--- config.mk ---
export PLATFORM = sky130hd
export DESIGN_NAME = genotype_group_statistics
export DESIGN_NICKNAME = d
export VERILOG_FILES = /design/src/hw/rtl/ggs_pkg.sv /design/src/hw/rtl/ggs_front.sv /design/src/hw/rtl/ggs_queue.sv /design/src/hw/rtl/ggs_div.sv /design/src/hw/rtl/ggs_back.sv /design/src/hw/rtl/genotype_group_statistics.sv
export VERILOG_INCLUDE_DIRS = /design/src /design/src/hw/rtl
export SDC_FILE = /design/constraint.sdc
export NUM_CORES = 1
export LEC_CHECK = 0
export BUFFER_PORTS_ARGS = -buffer_cell sky130_fd_sc_hd__buf_2
export CAP_MARGIN = 25
export CORE_MARGIN = 2
export CORE_UTILIZATION = 60
export DETAILED_ROUTE_END_ITERATION = 8
export MAX_ROUTING_LAYER = met4
export PLACE_DENSITY = 0.78
export SYNTH_ARGS = -nofsm -noshare
export SYNTH_HDL_FRONTEND = slang
export SYNTH_SLANG_ARGS = --single-unit
--- constraint.sdc ---
create_clock -name clk -period 28.2 [get_ports clk]
set_clock_uncertainty 0.15 [all_clocks]
set_input_delay 1.41 -clock clk [delete_from_list [all_inputs] [get_ports clk]]
set_output_delay 1.41 -clock clk [all_outputs]
set_load 0.02 [all_outputs]
--- src/hw/rtl/assert_macros.svh ---
// Assertion macros shared by the RTL. Define ASSERT_OFF to compile them out.
`ifndef ASSERT_MACROS_SVH
`define ASSERT_MACROS_SVH

`ifndef ASSERT_OFF

// The property must hold at every rising edge outside reset.
`define ASSERT_HOLDS(lbl, clk, rstn, prop, msg) \
	lbl: assert property (@(posedge clk) disable iff (!rstn) (prop)) else $error(msg);

// The condition must never be seen at a rising edge outside reset.
`define ASSERT_NEVER(lbl, clk, rstn, cond, msg) \
	lbl: assert property (@(posedge clk) disable iff (!rstn) !(cond)) else $error(msg);

`else

`define ASSERT_HOLDS(lbl, clk, rstn, prop, msg)
`define ASSERT_NEVER(lbl, clk, rstn, cond, msg)

`endif

`endif

--- src/hw/rtl/ggs_pkg.sv ---
`timescale 1ns / 1ps
`default_nettype none

package ggs_pkg;

	localparam int DEFAULT_MAX_GROUP = 65536;
	localparam int DEFAULT_FRAC_BITS = 16;

	// Depth of the group queue between the counting front and the divider back.
	localparam int QUEUE_DEPTH = 4;

	localparam int APB_ADDR_W = 3;
	localparam int APB_DATA_W = 32;

	// Register index of minor_fold (byte address 4 * index).
	localparam logic [0:0] REG_MINOR_FOLD = 1'b0;

	localparam logic [7:0] GT_MISSING = 8'h00;
	localparam logic [7:0] GT_HOM     = 8'h01;
	localparam logic [7:0] GT_HET     = 8'h02;

	typedef enum logic [2:0] {
		ST_IDLE,
		ST_AF_GO,
		ST_AF_WAIT,
		ST_HET_GO,
		ST_HET_WAIT,
		ST_MISS_GO,
		ST_MISS_WAIT,
		ST_OUT
	} back_state_t;

endpackage

`default_nettype wire

--- src/hw/rtl/ggs_front.sv ---
`timescale 1ns / 1ps
`default_nettype none

module ggs_front #(
	parameter int MAX_GROUP = ggs_pkg::DEFAULT_MAX_GROUP,
	parameter int CNT_W     = $clog2(MAX_GROUP + 1)
) (
	input  logic                 clk,
	input  logic                 arst_n,
	input  logic                 accept,
	input  logic [7:0]           genotype_code,
	input  logic                 last_in_group,
	output logic                 q_wr,
	output logic [4*CNT_W:0]     q_wdata
);
	import ggs_pkg::*;

	localparam logic [CNT_W-1:0] MAX_CNT = CNT_W'(MAX_GROUP);

	logic [CNT_W-1:0] missing_q, het_q, total_q;
	logic [CNT_W:0]   half_q;
	logic [CNT_W-1:0] missing_nxt, het_nxt, total_nxt;
	logic [CNT_W:0]   half_nxt;

	// Counts including the current beat; items past the group limit are not counted.
	always_comb begin
		missing_nxt = missing_q;
		het_nxt     = het_q;
		total_nxt   = total_q;
		half_nxt    = half_q;
		if (total_q < MAX_CNT) begin
			total_nxt = total_q + 1'b1;
			case (genotype_code)
				GT_MISSING: missing_nxt = missing_q + 1'b1;
				GT_HOM:     half_nxt = half_q + (CNT_W + 1)'(2);
				GT_HET: begin
					half_nxt = half_q + 1'b1;
					het_nxt  = het_q + 1'b1;
				end
				default: ;
			endcase
		end
	end

	assign q_wr    = accept && last_in_group;
	assign q_wdata = {missing_nxt, half_nxt, het_nxt, total_nxt};

	always_ff @(posedge clk or negedge arst_n) begin
		if (!arst_n) begin
			missing_q <= '0;
			het_q     <= '0;
			total_q   <= '0;
			half_q    <= '0;
		end else if (accept) begin
			if (last_in_group) begin
				missing_q <= '0;
				het_q     <= '0;
				total_q   <= '0;
				half_q    <= '0;
			end else begin
				missing_q <= missing_nxt;
				het_q     <= het_nxt;
				total_q   <= total_nxt;
				half_q    <= half_nxt;
			end
		end
	end

endmodule

`default_nettype wire

--- src/hw/rtl/ggs_queue.sv ---
`timescale 1ns / 1ps
`default_nettype none

module ggs_queue #(
	parameter int WIDTH = 8,
	parameter int DEPTH = ggs_pkg::QUEUE_DEPTH
) (
	input  logic             clk,
	input  logic             arst_n,
	input  logic             wr,
	input  logic [WIDTH-1:0] wdata,
	output logic             full,
	input  logic             rd,
	output logic [WIDTH-1:0] rdata,
	output logic             empty
);
	localparam int AW = $clog2(DEPTH);
	localparam int CW = $clog2(DEPTH + 1);
	localparam logic [AW-1:0] LAST_PTR = AW'(DEPTH - 1);
	localparam logic [CW-1:0] FULL_CNT = CW'(DEPTH);

	logic [WIDTH-1:0] mem [DEPTH];
	logic [AW-1:0]    wr_ptr_q, rd_ptr_q;
	logic [CW-1:0]    count_q;

	assign full  = (count_q == FULL_CNT);
	assign empty = (count_q == '0);
	assign rdata = mem[rd_ptr_q];

	always_ff @(posedge clk) begin
		if (wr) begin
			mem[wr_ptr_q] <= wdata;
		end
	end

	always_ff @(posedge clk or negedge arst_n) begin
		if (!arst_n) begin
			wr_ptr_q <= '0;
			rd_ptr_q <= '0;
			count_q  <= '0;
		end else begin
			if (wr) begin
				wr_ptr_q <= (wr_ptr_q == LAST_PTR) ? '0 : wr_ptr_q + 1'b1;
			end
			if (rd) begin
				rd_ptr_q <= (rd_ptr_q == LAST_PTR) ? '0 : rd_ptr_q + 1'b1;
			end
			if (wr && !rd) begin
				count_q <= count_q + 1'b1;
			end else if (rd && !wr) begin
				count_q <= count_q - 1'b1;
			end
		end
	end

endmodule

`default_nettype wire

--- src/hw/rtl/ggs_div.sv ---
`timescale 1ns / 1ps
`default_nettype none

// Restoring divider for (num << FRAC_BITS) / den with num <= den, one quotient bit a cycle.
module ggs_div #(
	parameter int W         = 18,
	parameter int FRAC_BITS = ggs_pkg::DEFAULT_FRAC_BITS
) (
	input  logic               clk,
	input  logic               arst_n,
	input  logic               start,
	input  logic [W-1:0]       num,
	input  logic [W-1:0]       den,
	output logic               busy,
	output logic               done,
	output logic [FRAC_BITS:0] quo
);
	localparam int CW = $clog2(FRAC_BITS + 2);
	localparam logic [CW-1:0] STEPS = CW'(FRAC_BITS + 1);

	logic [W:0]         rem_q, diff;
	logic [W-1:0]       den_q;
	logic [FRAC_BITS:0] quo_q;
	logic [CW-1:0]      cnt_q;
	logic               busy_q, done_q, den_zero_q;
	logic               ge;

	assign ge   = (rem_q >= {1'b0, den_q});
	assign diff = ge ? (rem_q - {1'b0, den_q}) : rem_q;

	assign busy = busy_q;
	assign done = done_q;
	// A zero divisor only arises for an empty denominator, which reports zero.
	assign quo  = den_zero_q ? '0 : quo_q;

	always_ff @(posedge clk) begin
		if (start) begin
			rem_q      <= {1'b0, num};
			den_q      <= den;
			den_zero_q <= (den == '0);
		end else if (busy_q) begin
			rem_q <= {diff[W-1:0], 1'b0};
			quo_q <= {quo_q[FRAC_BITS-1:0], ge};
		end
	end

	always_ff @(posedge clk or negedge arst_n) begin
		if (!arst_n) begin
			busy_q <= 1'b0;
			done_q <= 1'b0;
			cnt_q  <= '0;
		end else if (start) begin
			busy_q <= 1'b1;
			done_q <= 1'b0;
			cnt_q  <= STEPS;
		end else if (busy_q) begin
			cnt_q <= cnt_q - 1'b1;
			if (cnt_q == CW'(1)) begin
				busy_q <= 1'b0;
				done_q <= 1'b1;
			end
		end else begin
			done_q <= 1'b0;
		end
	end

endmodule

`default_nettype wire

--- src/hw/rtl/ggs_back.sv ---
`timescale 1ns / 1ps
`default_nettype none

`include "assert_macros.svh"

module ggs_back #(
	parameter int MAX_GROUP = ggs_pkg::DEFAULT_MAX_GROUP,
	parameter int FRAC_BITS = ggs_pkg::DEFAULT_FRAC_BITS,
	parameter int CNT_W     = $clog2(MAX_GROUP + 1)
) (
	input  logic               clk,
	input  logic               arst_n,
	input  logic               minor_fold,
	input  logic [4*CNT_W:0]   q_rdata,
	input  logic               q_empty,
	output logic               q_rd,
	input  logic               pop,
	output logic               empty,
	output logic [FRAC_BITS:0] allele_freq,
	output logic [FRAC_BITS:0] het_freq,
	output logic [FRAC_BITS:0] missing_freq,
	output logic               all_missing
);
	import ggs_pkg::*;

	localparam int DW = CNT_W + 1;

	back_state_t state_q, state_nxt;

	logic [CNT_W-1:0] e_total, e_het, e_miss, e_present;
	logic [CNT_W:0]   e_half, e_twice, af_num;
	logic             fold;

	logic [CNT_W-1:0] present_q, het_q, miss_q, total_q;
	logic [DW-1:0]    af_num_q;
	logic [FRAC_BITS:0] af_res_q, het_res_q, miss_res_q;

	logic               div_start, div_busy, div_done;
	logic [DW-1:0]      div_num, div_den;
	logic [FRAC_BITS:0] div_quo;
	logic               out_load;

	logic               out_valid_q, out_all_missing_q;
	logic [FRAC_BITS:0] out_af_q, out_het_q, out_miss_q;

	assign e_total   = q_rdata[CNT_W-1:0];
	assign e_het     = q_rdata[2*CNT_W-1:CNT_W];
	assign e_half    = q_rdata[3*CNT_W:2*CNT_W];
	assign e_miss    = q_rdata[4*CNT_W:3*CNT_W+1];
	assign e_present = e_total - e_miss;
	assign e_twice   = {e_present, 1'b0};
	// Fold only when the frequency is strictly above one half.
	assign fold      = minor_fold && (e_half > {1'b0, e_present});
	assign af_num    = fold ? (e_twice - e_half) : e_half;

	always_comb begin
		state_nxt = state_q;
		case (state_q)
			ST_IDLE:      if (!q_empty) state_nxt = ST_AF_GO;
			ST_AF_GO:     state_nxt = ST_AF_WAIT;
			ST_AF_WAIT:   if (div_done) state_nxt = ST_HET_GO;
			ST_HET_GO:    state_nxt = ST_HET_WAIT;
			ST_HET_WAIT:  if (div_done) state_nxt = ST_MISS_GO;
			ST_MISS_GO:   state_nxt = ST_MISS_WAIT;
			ST_MISS_WAIT: if (div_done) state_nxt = ST_OUT;
			ST_OUT:       if (!out_valid_q || pop) state_nxt = ST_IDLE;
			default:      state_nxt = ST_IDLE;
		endcase
	end

	always_comb begin
		q_rd      = 1'b0;
		div_start = 1'b0;
		div_num   = '0;
		div_den   = '0;
		out_load  = 1'b0;
		case (state_q)
			ST_IDLE: q_rd = !q_empty;
			ST_AF_GO: begin
				div_start = 1'b1;
				div_num   = af_num_q;
				div_den   = {present_q, 1'b0};
			end
			ST_HET_GO: begin
				div_start = 1'b1;
				div_num   = {1'b0, het_q};
				div_den   = {1'b0, present_q};
			end
			ST_MISS_GO: begin
				div_start = 1'b1;
				div_num   = {1'b0, miss_q};
				div_den   = {1'b0, total_q};
			end
			ST_OUT:  out_load = !out_valid_q || pop;
			default: ;
		endcase
	end

	ggs_div #(
		.W         (DW),
		.FRAC_BITS (FRAC_BITS)
	) u_div (
		.clk    (clk),
		.arst_n (arst_n),
		.start  (div_start),
		.num    (div_num),
		.den    (div_den),
		.busy   (div_busy),
		.done   (div_done),
		.quo    (div_quo)
	);

	always_ff @(posedge clk or negedge arst_n) begin
		if (!arst_n) begin
			state_q     <= ST_IDLE;
			out_valid_q <= 1'b0;
		end else begin
			state_q <= state_nxt;
			if (out_load) begin
				out_valid_q <= 1'b1;
			end else if (pop) begin
				out_valid_q <= 1'b0;
			end
		end
	end

	always_ff @(posedge clk) begin
		if (q_rd) begin
			present_q <= e_present;
			het_q     <= e_het;
			miss_q    <= e_miss;
			total_q   <= e_total;
			af_num_q  <= af_num;
		end
		if (div_done && state_q == ST_AF_WAIT) begin
			af_res_q <= div_quo;
		end
		if (div_done && state_q == ST_HET_WAIT) begin
			het_res_q <= div_quo;
		end
		if (div_done && state_q == ST_MISS_WAIT) begin
			miss_res_q <= div_quo;
		end
		if (out_load) begin
			out_af_q          <= af_res_q;
			out_het_q         <= het_res_q;
			out_miss_q        <= miss_res_q;
			out_all_missing_q <= (present_q == '0);
		end
	end

	assign empty        = !out_valid_q;
	assign allele_freq  = out_af_q;
	assign het_freq     = out_het_q;
	assign missing_freq = out_miss_q;
	assign all_missing  = out_all_missing_q;

	`ASSERT_HOLDS(a_start_busy, clk, arst_n, div_start |=> div_busy, "divider did not start")
	`ASSERT_NEVER(a_pop_busy, clk, arst_n, q_rd && state_q != ST_IDLE, "queue read while busy")
	`ASSERT_HOLDS(a_out_hold, clk, arst_n, (state_q == ST_OUT && out_valid_q && !pop) |=> state_q == ST_OUT, "result overwritten before it was taken")
	`ASSERT_HOLDS(a_all_missing_zero, clk, arst_n, (out_valid_q && out_all_missing_q) |-> (out_af_q == '0 && out_het_q == '0), "all-missing group with non-zero fractions")

endmodule

`default_nettype wire

--- src/hw/rtl/genotype_group_statistics.sv ---
// Throughput: one genotype beat per cycle while the group queue has room.
// Groups are divided one at a time on the shared one-bit-a-cycle divider.
// Reset: arst_n is asynchronous and active low; it clears the counters, queue, result flag and
// minor_fold. No clearing pass is needed, so the block takes beats straight after reset.
`timescale 1ns / 1ps
`default_nettype none

module genotype_group_statistics #(
	parameter int MAX_GROUP = ggs_pkg::DEFAULT_MAX_GROUP,
	parameter int FRAC_BITS = ggs_pkg::DEFAULT_FRAC_BITS
) (
	input  logic                          clk,
	input  logic                          arst_n,
	// Configuration port.
	input  logic                          psel,
	input  logic                          penable,
	input  logic                          pwrite,
	input  logic [ggs_pkg::APB_ADDR_W-1:0] paddr,
	input  logic [ggs_pkg::APB_DATA_W-1:0] pwdata,
	output logic [ggs_pkg::APB_DATA_W-1:0] prdata,
	output logic                          pready,
	// Genotype beats in.
	input  logic                          push,
	output logic                          full,
	input  logic [7:0]                    genotype_code,
	input  logic                          last_in_group,
	// Group results out.
	input  logic                          pop,
	output logic                          empty,
	output logic [FRAC_BITS:0]            allele_freq,
	output logic [FRAC_BITS:0]            het_freq,
	output logic [FRAC_BITS:0]            missing_freq,
	output logic                          all_missing
);
	import ggs_pkg::*;

	// The counters must hold MAX_GROUP itself; the half-allele count needs one bit more.
	localparam int CNT_W   = $clog2(MAX_GROUP + 1);
	localparam int ENTRY_W = 4 * CNT_W + 1;

	logic               minor_fold_q;
	logic               reg_hit;
	logic               accept;
	logic               q_wr, q_rd, q_full, q_empty;
	logic [ENTRY_W-1:0] q_wdata, q_rdata;

	// The register index is the word address; the low two byte-address bits are ignored.
	// Only minor_fold exists, so any other index reads as zero and ignores writes.
	assign reg_hit = (paddr[2:2] == REG_MINOR_FOLD);
	assign pready  = 1'b1;
	assign prdata  = reg_hit ? {{(APB_DATA_W - 1){1'b0}}, minor_fold_q} : '0;

	always_ff @(posedge clk or negedge arst_n) begin
		if (!arst_n) begin
			minor_fold_q <= 1'b0;
		end else if (psel && penable && pwrite && pready && reg_hit) begin
			minor_fold_q <= pwdata[0];
		end
	end

	// The front counts every accepted beat up to the group limit. The beat that closes a group
	// is counted first and the finished counts go into the group queue in that same cycle,
	// so the counters start the next group without a gap. The front only stalls when the
	// queue is full, which happens with a run of very short groups or when results are not
	// being taken.
	assign full   = q_full;
	assign accept = push && !q_full;

	ggs_front #(
		.MAX_GROUP (MAX_GROUP),
		.CNT_W     (CNT_W)
	) u_front (
		.clk           (clk),
		.arst_n        (arst_n),
		.accept        (accept),
		.genotype_code (genotype_code),
		.last_in_group (last_in_group),
		.q_wr          (q_wr),
		.q_wdata       (q_wdata)
	);

	ggs_queue #(
		.WIDTH (ENTRY_W),
		.DEPTH (QUEUE_DEPTH)
	) u_queue (
		.clk    (clk),
		.arst_n (arst_n),
		.wr     (q_wr),
		.wdata  (q_wdata),
		.full   (q_full),
		.rd     (q_rd),
		.rdata  (q_rdata),
		.empty  (q_empty)
	);

	// The back takes one group at a time and runs three divisions on one shared divider:
	// allele frequency (folded to the minor allele if asked), heterozygous share and missing
	// share. The result sits in an output register until popped, and the back may already
	// be dividing the next group while it waits there.
	ggs_back #(
		.MAX_GROUP (MAX_GROUP),
		.FRAC_BITS (FRAC_BITS),
		.CNT_W     (CNT_W)
	) u_back (
		.clk          (clk),
		.arst_n       (arst_n),
		.minor_fold   (minor_fold_q),
		.q_rdata      (q_rdata),
		.q_empty      (q_empty),
		.q_rd         (q_rd),
		.pop          (pop),
		.empty        (empty),
		.allele_freq  (allele_freq),
		.het_freq     (het_freq),
		.missing_freq (missing_freq),
		.all_missing  (all_missing)
	);

endmodule

`default_nettype wire

== After elaboration in Yosys (flattened, before gate mapping) ==
Memories as Yosys holds them, arrays and structs flattened.
Index checks and enable logic that the tools add are counted.

* Memories kept: 1
* Bits in writable memories: 276
* Bits in registers: 332
* Input port bits: 51
* Output and inout port bits: 87
* Word-level logic and storage cells: 140

* Magnitude comparators: 3
* Equality and inequality tests: 19
* Bitwise logic cells: 2
* Mux-type cells: 44
* Add/subtract/negate cells: 13
* Reductions and logical operators: 28

{| class="wikitable"
|+ Memories
! name !! depth !! bits a word !! rd ports !! clocked after Yosys merged registers in !! wr ports !! line !! RTL
|-
| u_queue.mem || 4 || 69 || 1 || 0 || 1 || ggs_queue.sv:22 || <nowiki>logic [WIDTH-1:0] mem [DEPTH];</nowiki>
|}

{| class="wikitable"
|+ Operator list
! operator !! count
|-
| 2-to-1 mux 17 bit || 9
|-
| 2-to-1 mux 18 bit || 6
|-
| case mux 18 bit (3 select lines) || 2
|-
| adder 17 x 1 -> 17 bit, second input constant || 3
|-
| case mux 18 bit (2 select lines) || 1
|-
| subtractor 18 bit || 2
|-
| case mux 3 bit (8 select lines) || 1
|-
| 2-to-1 mux 3 bit || 7
|-
| >= comparator 19 x 18 -> 1 bit || 1
|-
| adder 18 x 1 -> 18 bit, second input constant || 1
|-
| adder 18 x 2 -> 18 bit, second input constant || 1
|-
| > comparator 18 x 17 -> 1 bit || 1
|-
| logical NOT 18 bit || 1
|-
| logical NOT 17 bit || 1
|-
| < comparator 17 bit, second input constant || 1
|-
| subtractor 17 bit || 1
|-
| == test 3 bit, second input constant || 5
|-
| 2-to-1 mux 1 bit || 14
|-
| logical AND 1 bit || 11
|-
| 2-to-1 mux 5 bit || 2
|-
| == test 8 x 1 -> 1 bit, second input constant || 1
|-
| == test 8 x 2 -> 1 bit, second input constant || 1
|-
| logical NOT 8 bit || 1
|-
| inequality test 2 bit, second input constant || 4
|-
| 19 further kinds || 31
|}

== Logic depth before layout (Yosys ltp) ==
* Word-level depth: 8
* Depth in mapped cells: 27
* Gate-level depth less buffers: 22

== Cells and area by module ==
Synthesis repeated with hierarchy kept, for this count alone.

* Cells, all modules: 2060
* Area, all modules: 28511.1 um2

{| class="wikitable"
|+ By module, submodules not included
! module !! times used !! cells an instance !! sequential area each (um2) !! area each (um2)
|-
| ggs_queue || 1 || 398 || 8463.1 || 10447.5
|-
| ggs_back || 1 || 716 || 5775.5 || 9106.2
|-
| ggs_front || 1 || 571 || 1726.7 || 4953.5
|-
| ggs_div || 1 || 336 || 1816.7 || 3696.0
|-
| genotype_group_statistics || 1 || 39 || 25.0 || 307.8
|}

== Least setup slack after synthesis ==
Ideal clock, no wire load.

* Path kind: register -> register
* Start: register u_back.state_q[1]
* End: register u_queue.count_q[1]
* Required time: 27.925 ns
* Stages on the path, launching flop included: 9
* Library setup time: 0.125 ns
* Arrival time: 10.892 ns
* Period minus slack after synthesis: 11.167 ns
* Path buffers: 2
* Path slack: 17.033 ns
* Cells stage by stage: dfrtp_1 clkbuf_1 buf_1 nor4_1 inv_1 ha_1 inv_1 fa_1 mux2_2

* Cells in the longest elaborated chain, start to end: 5
* Elaborated cells between the ends (all ways): 7
* Those cells by class: mux (2); reduce/logical (5)

{| class="wikitable"
|+ RTL lines
! element !! line !! RTL
|-
| from (decl) || ggs_back.sv:28 || <nowiki>back_state_t state_q, state_nxt;</nowiki>
|-
| from (signal assigned) || ggs_back.sv:118 || <nowiki>state_q <= state_nxt;</nowiki>
|-
| logical NOT 3 bit * || ggs_back.sv:77 || <nowiki>case (state_q)</nowiki>
|-
| 2-to-1 mux 1 bit * || ggs_back.sv:77 ||
|-
| net q_rd || genotype_group_statistics.sv:44 || <nowiki>logic q_wr, q_rd, q_full, q_empty;</nowiki>
|-
| logical NOT 1 bit || ggs_queue.sv:48 || <nowiki>if (wr && !rd) begin</nowiki>
|-
| logical AND 1 bit || ggs_queue.sv:48 ||
|-
| 2-to-1 mux 3 bit / nonzero test 2 bit (equally long branches) || - ||
|-
| to (signal assigned) || ggs_queue.sv:49 || <nowiki>count_q <= count_q + 1'b1;</nowiki>
|-
| to (signal assigned) || ggs_queue.sv:51 || <nowiki>count_q <= count_q - 1'b1;</nowiki>
|-
| to (decl) || ggs_queue.sv:24 || <nowiki>logic [CW-1:0] count_q;</nowiki>
|}

Mark *: on every way through the listed nets, which the timed path passes. The rest lies on a longest branch.
A chain may end at the register's enable or synchronous reset.

== Final worst setup path ==
* Start: register u_queue.rd_ptr_q[0]
* End: register u_back.af_num_q[12], data pin

* Cells in the longest elaborated chain, start to end: 5
* Elaborated cells between the ends (all ways): 6
* Those cells by class: add/sub (2); order compare (1); mux (1); reduce/logical (1); memory (1)

{| class="wikitable"
|+ RTL lines
! element !! line !! RTL
|-
| from (decl) || ggs_queue.sv:23 || <nowiki>logic [AW-1:0] wr_ptr_q, rd_ptr_q;</nowiki>
|-
| from (signal assigned) || ggs_queue.sv:46 || <nowiki>rd_ptr_q <= (rd_ptr_q == LAST_PTR) ? '0 : rd_ptr_q + 1'b1;</nowiki>
|-
| memory read (4 x 69 bit) * || - ||
|-
| net q_rdata[0] || genotype_group_statistics.sv:45 || <nowiki>logic [ENTRY_W-1:0] q_wdata, q_rdata;</nowiki>
|-
| subtractor 17 bit * || ggs_back.sv:50 || <nowiki>assign e_present = e_total - e_miss;</nowiki>
|-
| net u_back.e_present[8] || ggs_back.sv:30 || <nowiki>logic [CNT_W-1:0] e_total, e_het, e_miss, e_present;</nowiki>
|-
| > comparator 18 x 17 -> 1 bit || ggs_back.sv:53 || <nowiki>assign fold = minor_fold && (e_half > {1'b0, e_present});</nowiki>
|-
| logical AND 1 bit || ggs_back.sv:53 ||
|-
| 2-to-1 mux 18 bit * || ggs_back.sv:54 || <nowiki>assign af_num = fold ? (e_twice - e_half) : e_half;</nowiki>
|-
| net u_back.af_num[12] || ggs_back.sv:31 || <nowiki>logic [CNT_W:0] e_half, e_twice, af_num;</nowiki>
|-
| to (signal assigned) || ggs_back.sv:133 || <nowiki>af_num_q <= af_num;</nowiki>
|-
| to (decl) || ggs_back.sv:35 || <nowiki>logic [DW-1:0] af_num_q;</nowiki>
|}

Marks and branches as above.

==> results.sh <==
export IMPL_status="finished, final reports clean"
export IMPL_critical_path_max_stage_delay_ns=0.87
export IMPL_fin_nets=2099
export IMPL_syn_inst=1877
export IMPL_worst_pin_slew_ns=1.135
export IMPL_std_cell_rows=77
export IMPL_mostFrequentLayoutCells="519 x edfxtp_1, 107 x nand2_1, 102 x nor2_1"
export IMPL_clkLatencyLatePin_ns=0.63
export IMPL_yosys_warnings=0
export IMPL_mostFrequentLayoutCell="edfxtp_1"
export IMPL_max_vdd_ir_drop_mv=0.07833
export IMPL_period_share_pct=27.55
export IMPL_post_cts_resized=0
export IMPL_crit_required_ns=28.47
export IMPL_crit_fanout=43
export IMPL_fmax_ghz=0.1287
export IMPL_hold_viol=0
export IMPL_leakagePower_nw=11.72
export IMPL_vias=15940
export IMPL_clkTransAtPathRegs_ns=0.07
export IMPL_layout_min_cycle_time_ns=7.768
export IMPL_antenna_found_initial=0
export IMPL_clock_sinks=608
export IMPL_power_density_nw_per_um2=121.8
export IMPL_core_um2=44410
export IMPL_clockBufferDepth=3
export IMPL_root_buffer="clkbuf_16"
export IMPL_grt_pass1_wl_mm=90.33
export IMPL_grt_use_total_pct=25.88
export IMPL_dr_first_iter_drc_count=1513
export IMPL_grt_pass1_vias=16050
export IMPL_start_kind="register"
export IMPL_htreeDepth=2
export IMPL_synth_area_um2=27170
export IMPL_cp_end_kind="register"
export IMPL_cts_tree="yes"
export IMPL_start_util_pct=61.17
export IMPL_fp_dieH_um=216.8
export IMPL_first_pass_iters=7
export IMPL_ant_nets=0
export IMPL_ys_types=73
export IMPL_antennaDiodeCount=0
export IMPL_path_common_cell="inv_1"
export IMPL_die_area_um2=47000
export IMPL_worstPathArrival_ns=8.04
export IMPL_drv_cap=0
export IMPL_synthFlopType="edfxtp_1"
export IMPL_port_buffers=72
export IMPL_dp_hpwl_mm=36.89
export IMPL_cts_setup_buffers=0
export IMPL_wl_per_cell_um=22.28
export IMPL_io_pins=138
export IMPL_async_reset_ff_share_pct=14.47
export IMPL_syn_mean_instance_area_um2=14.47
export IMPL_die_w_um=216.8
export IMPL_area_delta_synth_final_pct=11.57
export IMPL_synth_edf_count=519
export IMPL_finalSetupViolCount=0
export IMPL_cts_buffers=58
export IMPL_final_max_slew_viol_count=0
export IMPL_routed_wl_mm=58.11
export IMPL_drive_above_1_share_pct=14.83
export IMPL_crit_type="reg -> reg"
export IMPL_synth_area_top_cells="edfxtp_1 57%, dfrtp_1 8.1%, mux4_2 5.6%, ha_1 3.6%, mux2i_1 2.3%"
export IMPL_ys_ff_latch=608
export IMPL_overflow=0
export IMPL_rsz0062_at_grt="false"
export IMPL_ys_seq_area_share_pct=65.54
export IMPL_slew_headroom_pct=23.76
export IMPL_hold_class="reg -> reg"
export IMPL_cp_cell_sequence="buf_4 > mux4_2 > inv_1 > ha_1 > inv_1 > fa_1 > a211oi_1 > o21bai_1 > a21oi_1 > o21ai_0 > xor2_1 > inv_1 > ha_1 > and4_1 > nand3_1 > or4_4 > and3_1 > a211oi_1 > o22ai_1 > a211oi_2 > nand2b_1 > buf_16 > mux2i_1"
export IMPL_setup_tns_final_ns=0
export IMPL_avgViaCountPerCell=6.112
export IMPL_yosys_area_top_type="edfxtp_1"
export IMPL_crit_buf_inv=5
export IMPL_grt_max_degree=70
export IMPL_path_delay_family="simple AND/OR/NAND/NOR gates"
export IMPL_synth_top_area_share_pct=57.36
export IMPL_whs_ns=0.2625
export IMPL_drc=0
export IMPL_gp_routability_congestion=0.9523
export IMPL_cts_hold_buf=0
export IMPL_crit_slowest_cell="dfrtp_4"
[metrics by stage]
stage / worst slack, ns / total power, mW / area (um^2) / utilization, % / std cells
after floorplan: 17.03 / 2.454 / 27280 / - / 1907
after global placement: 20.05 / 2.770 / 28050 / 63.16 / 2489
after detailed placement: 19.97 / 2.834 / 28100 / 63.27 / 2492
after CTS: 19.93 / 3.670 / 30170 / 67.94 / 2602
after global routing: 19.91 / 3.899 / 30310 / 68.25 / 2608
final: 20.43 / 3.693 / 30310 / 68.25 / 2608
[kinds of logic (layout without fill, tap and decap cells)]
logic type	after synthesis	count (layout)	share of synthesized area [%]
muxes	141	141	8.336
adders and majority gates	82	82	3.887
DFF	608	608	65.54
xor gates and xnor gates	110	110	3.546
AOI/OAI and AO/OA	323	323	7.691
buffers and inverters	196	305	3.261
and+or+nand+nor	415	415	7.709
other	2	32	0.02764
[per-layer routing]
metal	up-vias	routed length (um)	GRT usage (%)
li1	7211	-	-
met1	8039	23950	33.59
met2	570	28780	42.90
met3	120	3496	3.187
met4	0	1884	8.836
met5	-	0	-
[power breakdown]
group          internal [mW]  leakage, nW  switching [mW]
Sequential              1.20         6.30          0.0937
Combinational          0.637         4.41           0.938
Clock                  0.487         1.01           0.337
[cell type report]
cell class | count | area, um^2
clock buffer | 85 | 1673
clock inverter | 25 | 400.4
multi-input combinational | 1103 | 8620
tap | 592 | 740.7
fill | 2939 | 14100
inverter | 91 | 341.6
sequential | 608 | 17810
timing repair buffer | 104 | 723.2
[flip-flops by register name (all words and copies together), names as in the netlist, 18 cells and up]
register and count:
u_back.af_num_q 18, u_back.u_div.rem_q 19, u_back.u_div.den_q 18, u_queue.mem 276, u_front.half_q 18
[path summary, 6_finish.rpt]
| kind | from | to | slack [ns] | depth (start not counted) |
|---|---|---|---|---|
| max in group asynchronous | arst_n | u_front.total_q[5] | 26.09 | 2 |
| min | u_back.het_res_q[2] | u_back.het_freq[2] | 0.26 | 0 |
| max reg2reg | u_queue.rd_ptr_q[0] | u_back.af_num_q[12] | 20.43 | 23 |
| min in group asynchronous | arst_n | u_front.het_q[5] | 0.62 | 1 |
| min reg2reg | u_back.het_res_q[2] | u_back.het_freq[2] | 0.26 | 0 |
| max | u_queue.rd_ptr_q[0] | u_back.af_num_q[12] | 20.43 | 23 |
[synth_stat cells (6+ instances only)]
master	number
a32oi_1	6
nor2_1	104
nand3_1	37
dfrtp_1	88
nand4_1	14
mux4_2	67
edfxtp_1	519
mux2i_1	62
o21ai_0	89
xor2_1	43
a211oi_1	9
nand2_1	107
o21a_1	13
inv_1	90
ha_1	78
a21oi_1	70
nor3_1	22
nor3b_1	6
xnor2_1	67
clkbuf_1	50
and4_1	7
and3_1	23
nor4_1	7
a31oi_1	12
buf_1	16
a21o_1	21
o22ai_1	11
and2_1	8
o31ai_1	21
nor2b_1	39
buf_4	32
a22o_1	36
mux2_2	11
nand2b_1	14
Power figures use the tool's default switching activity.
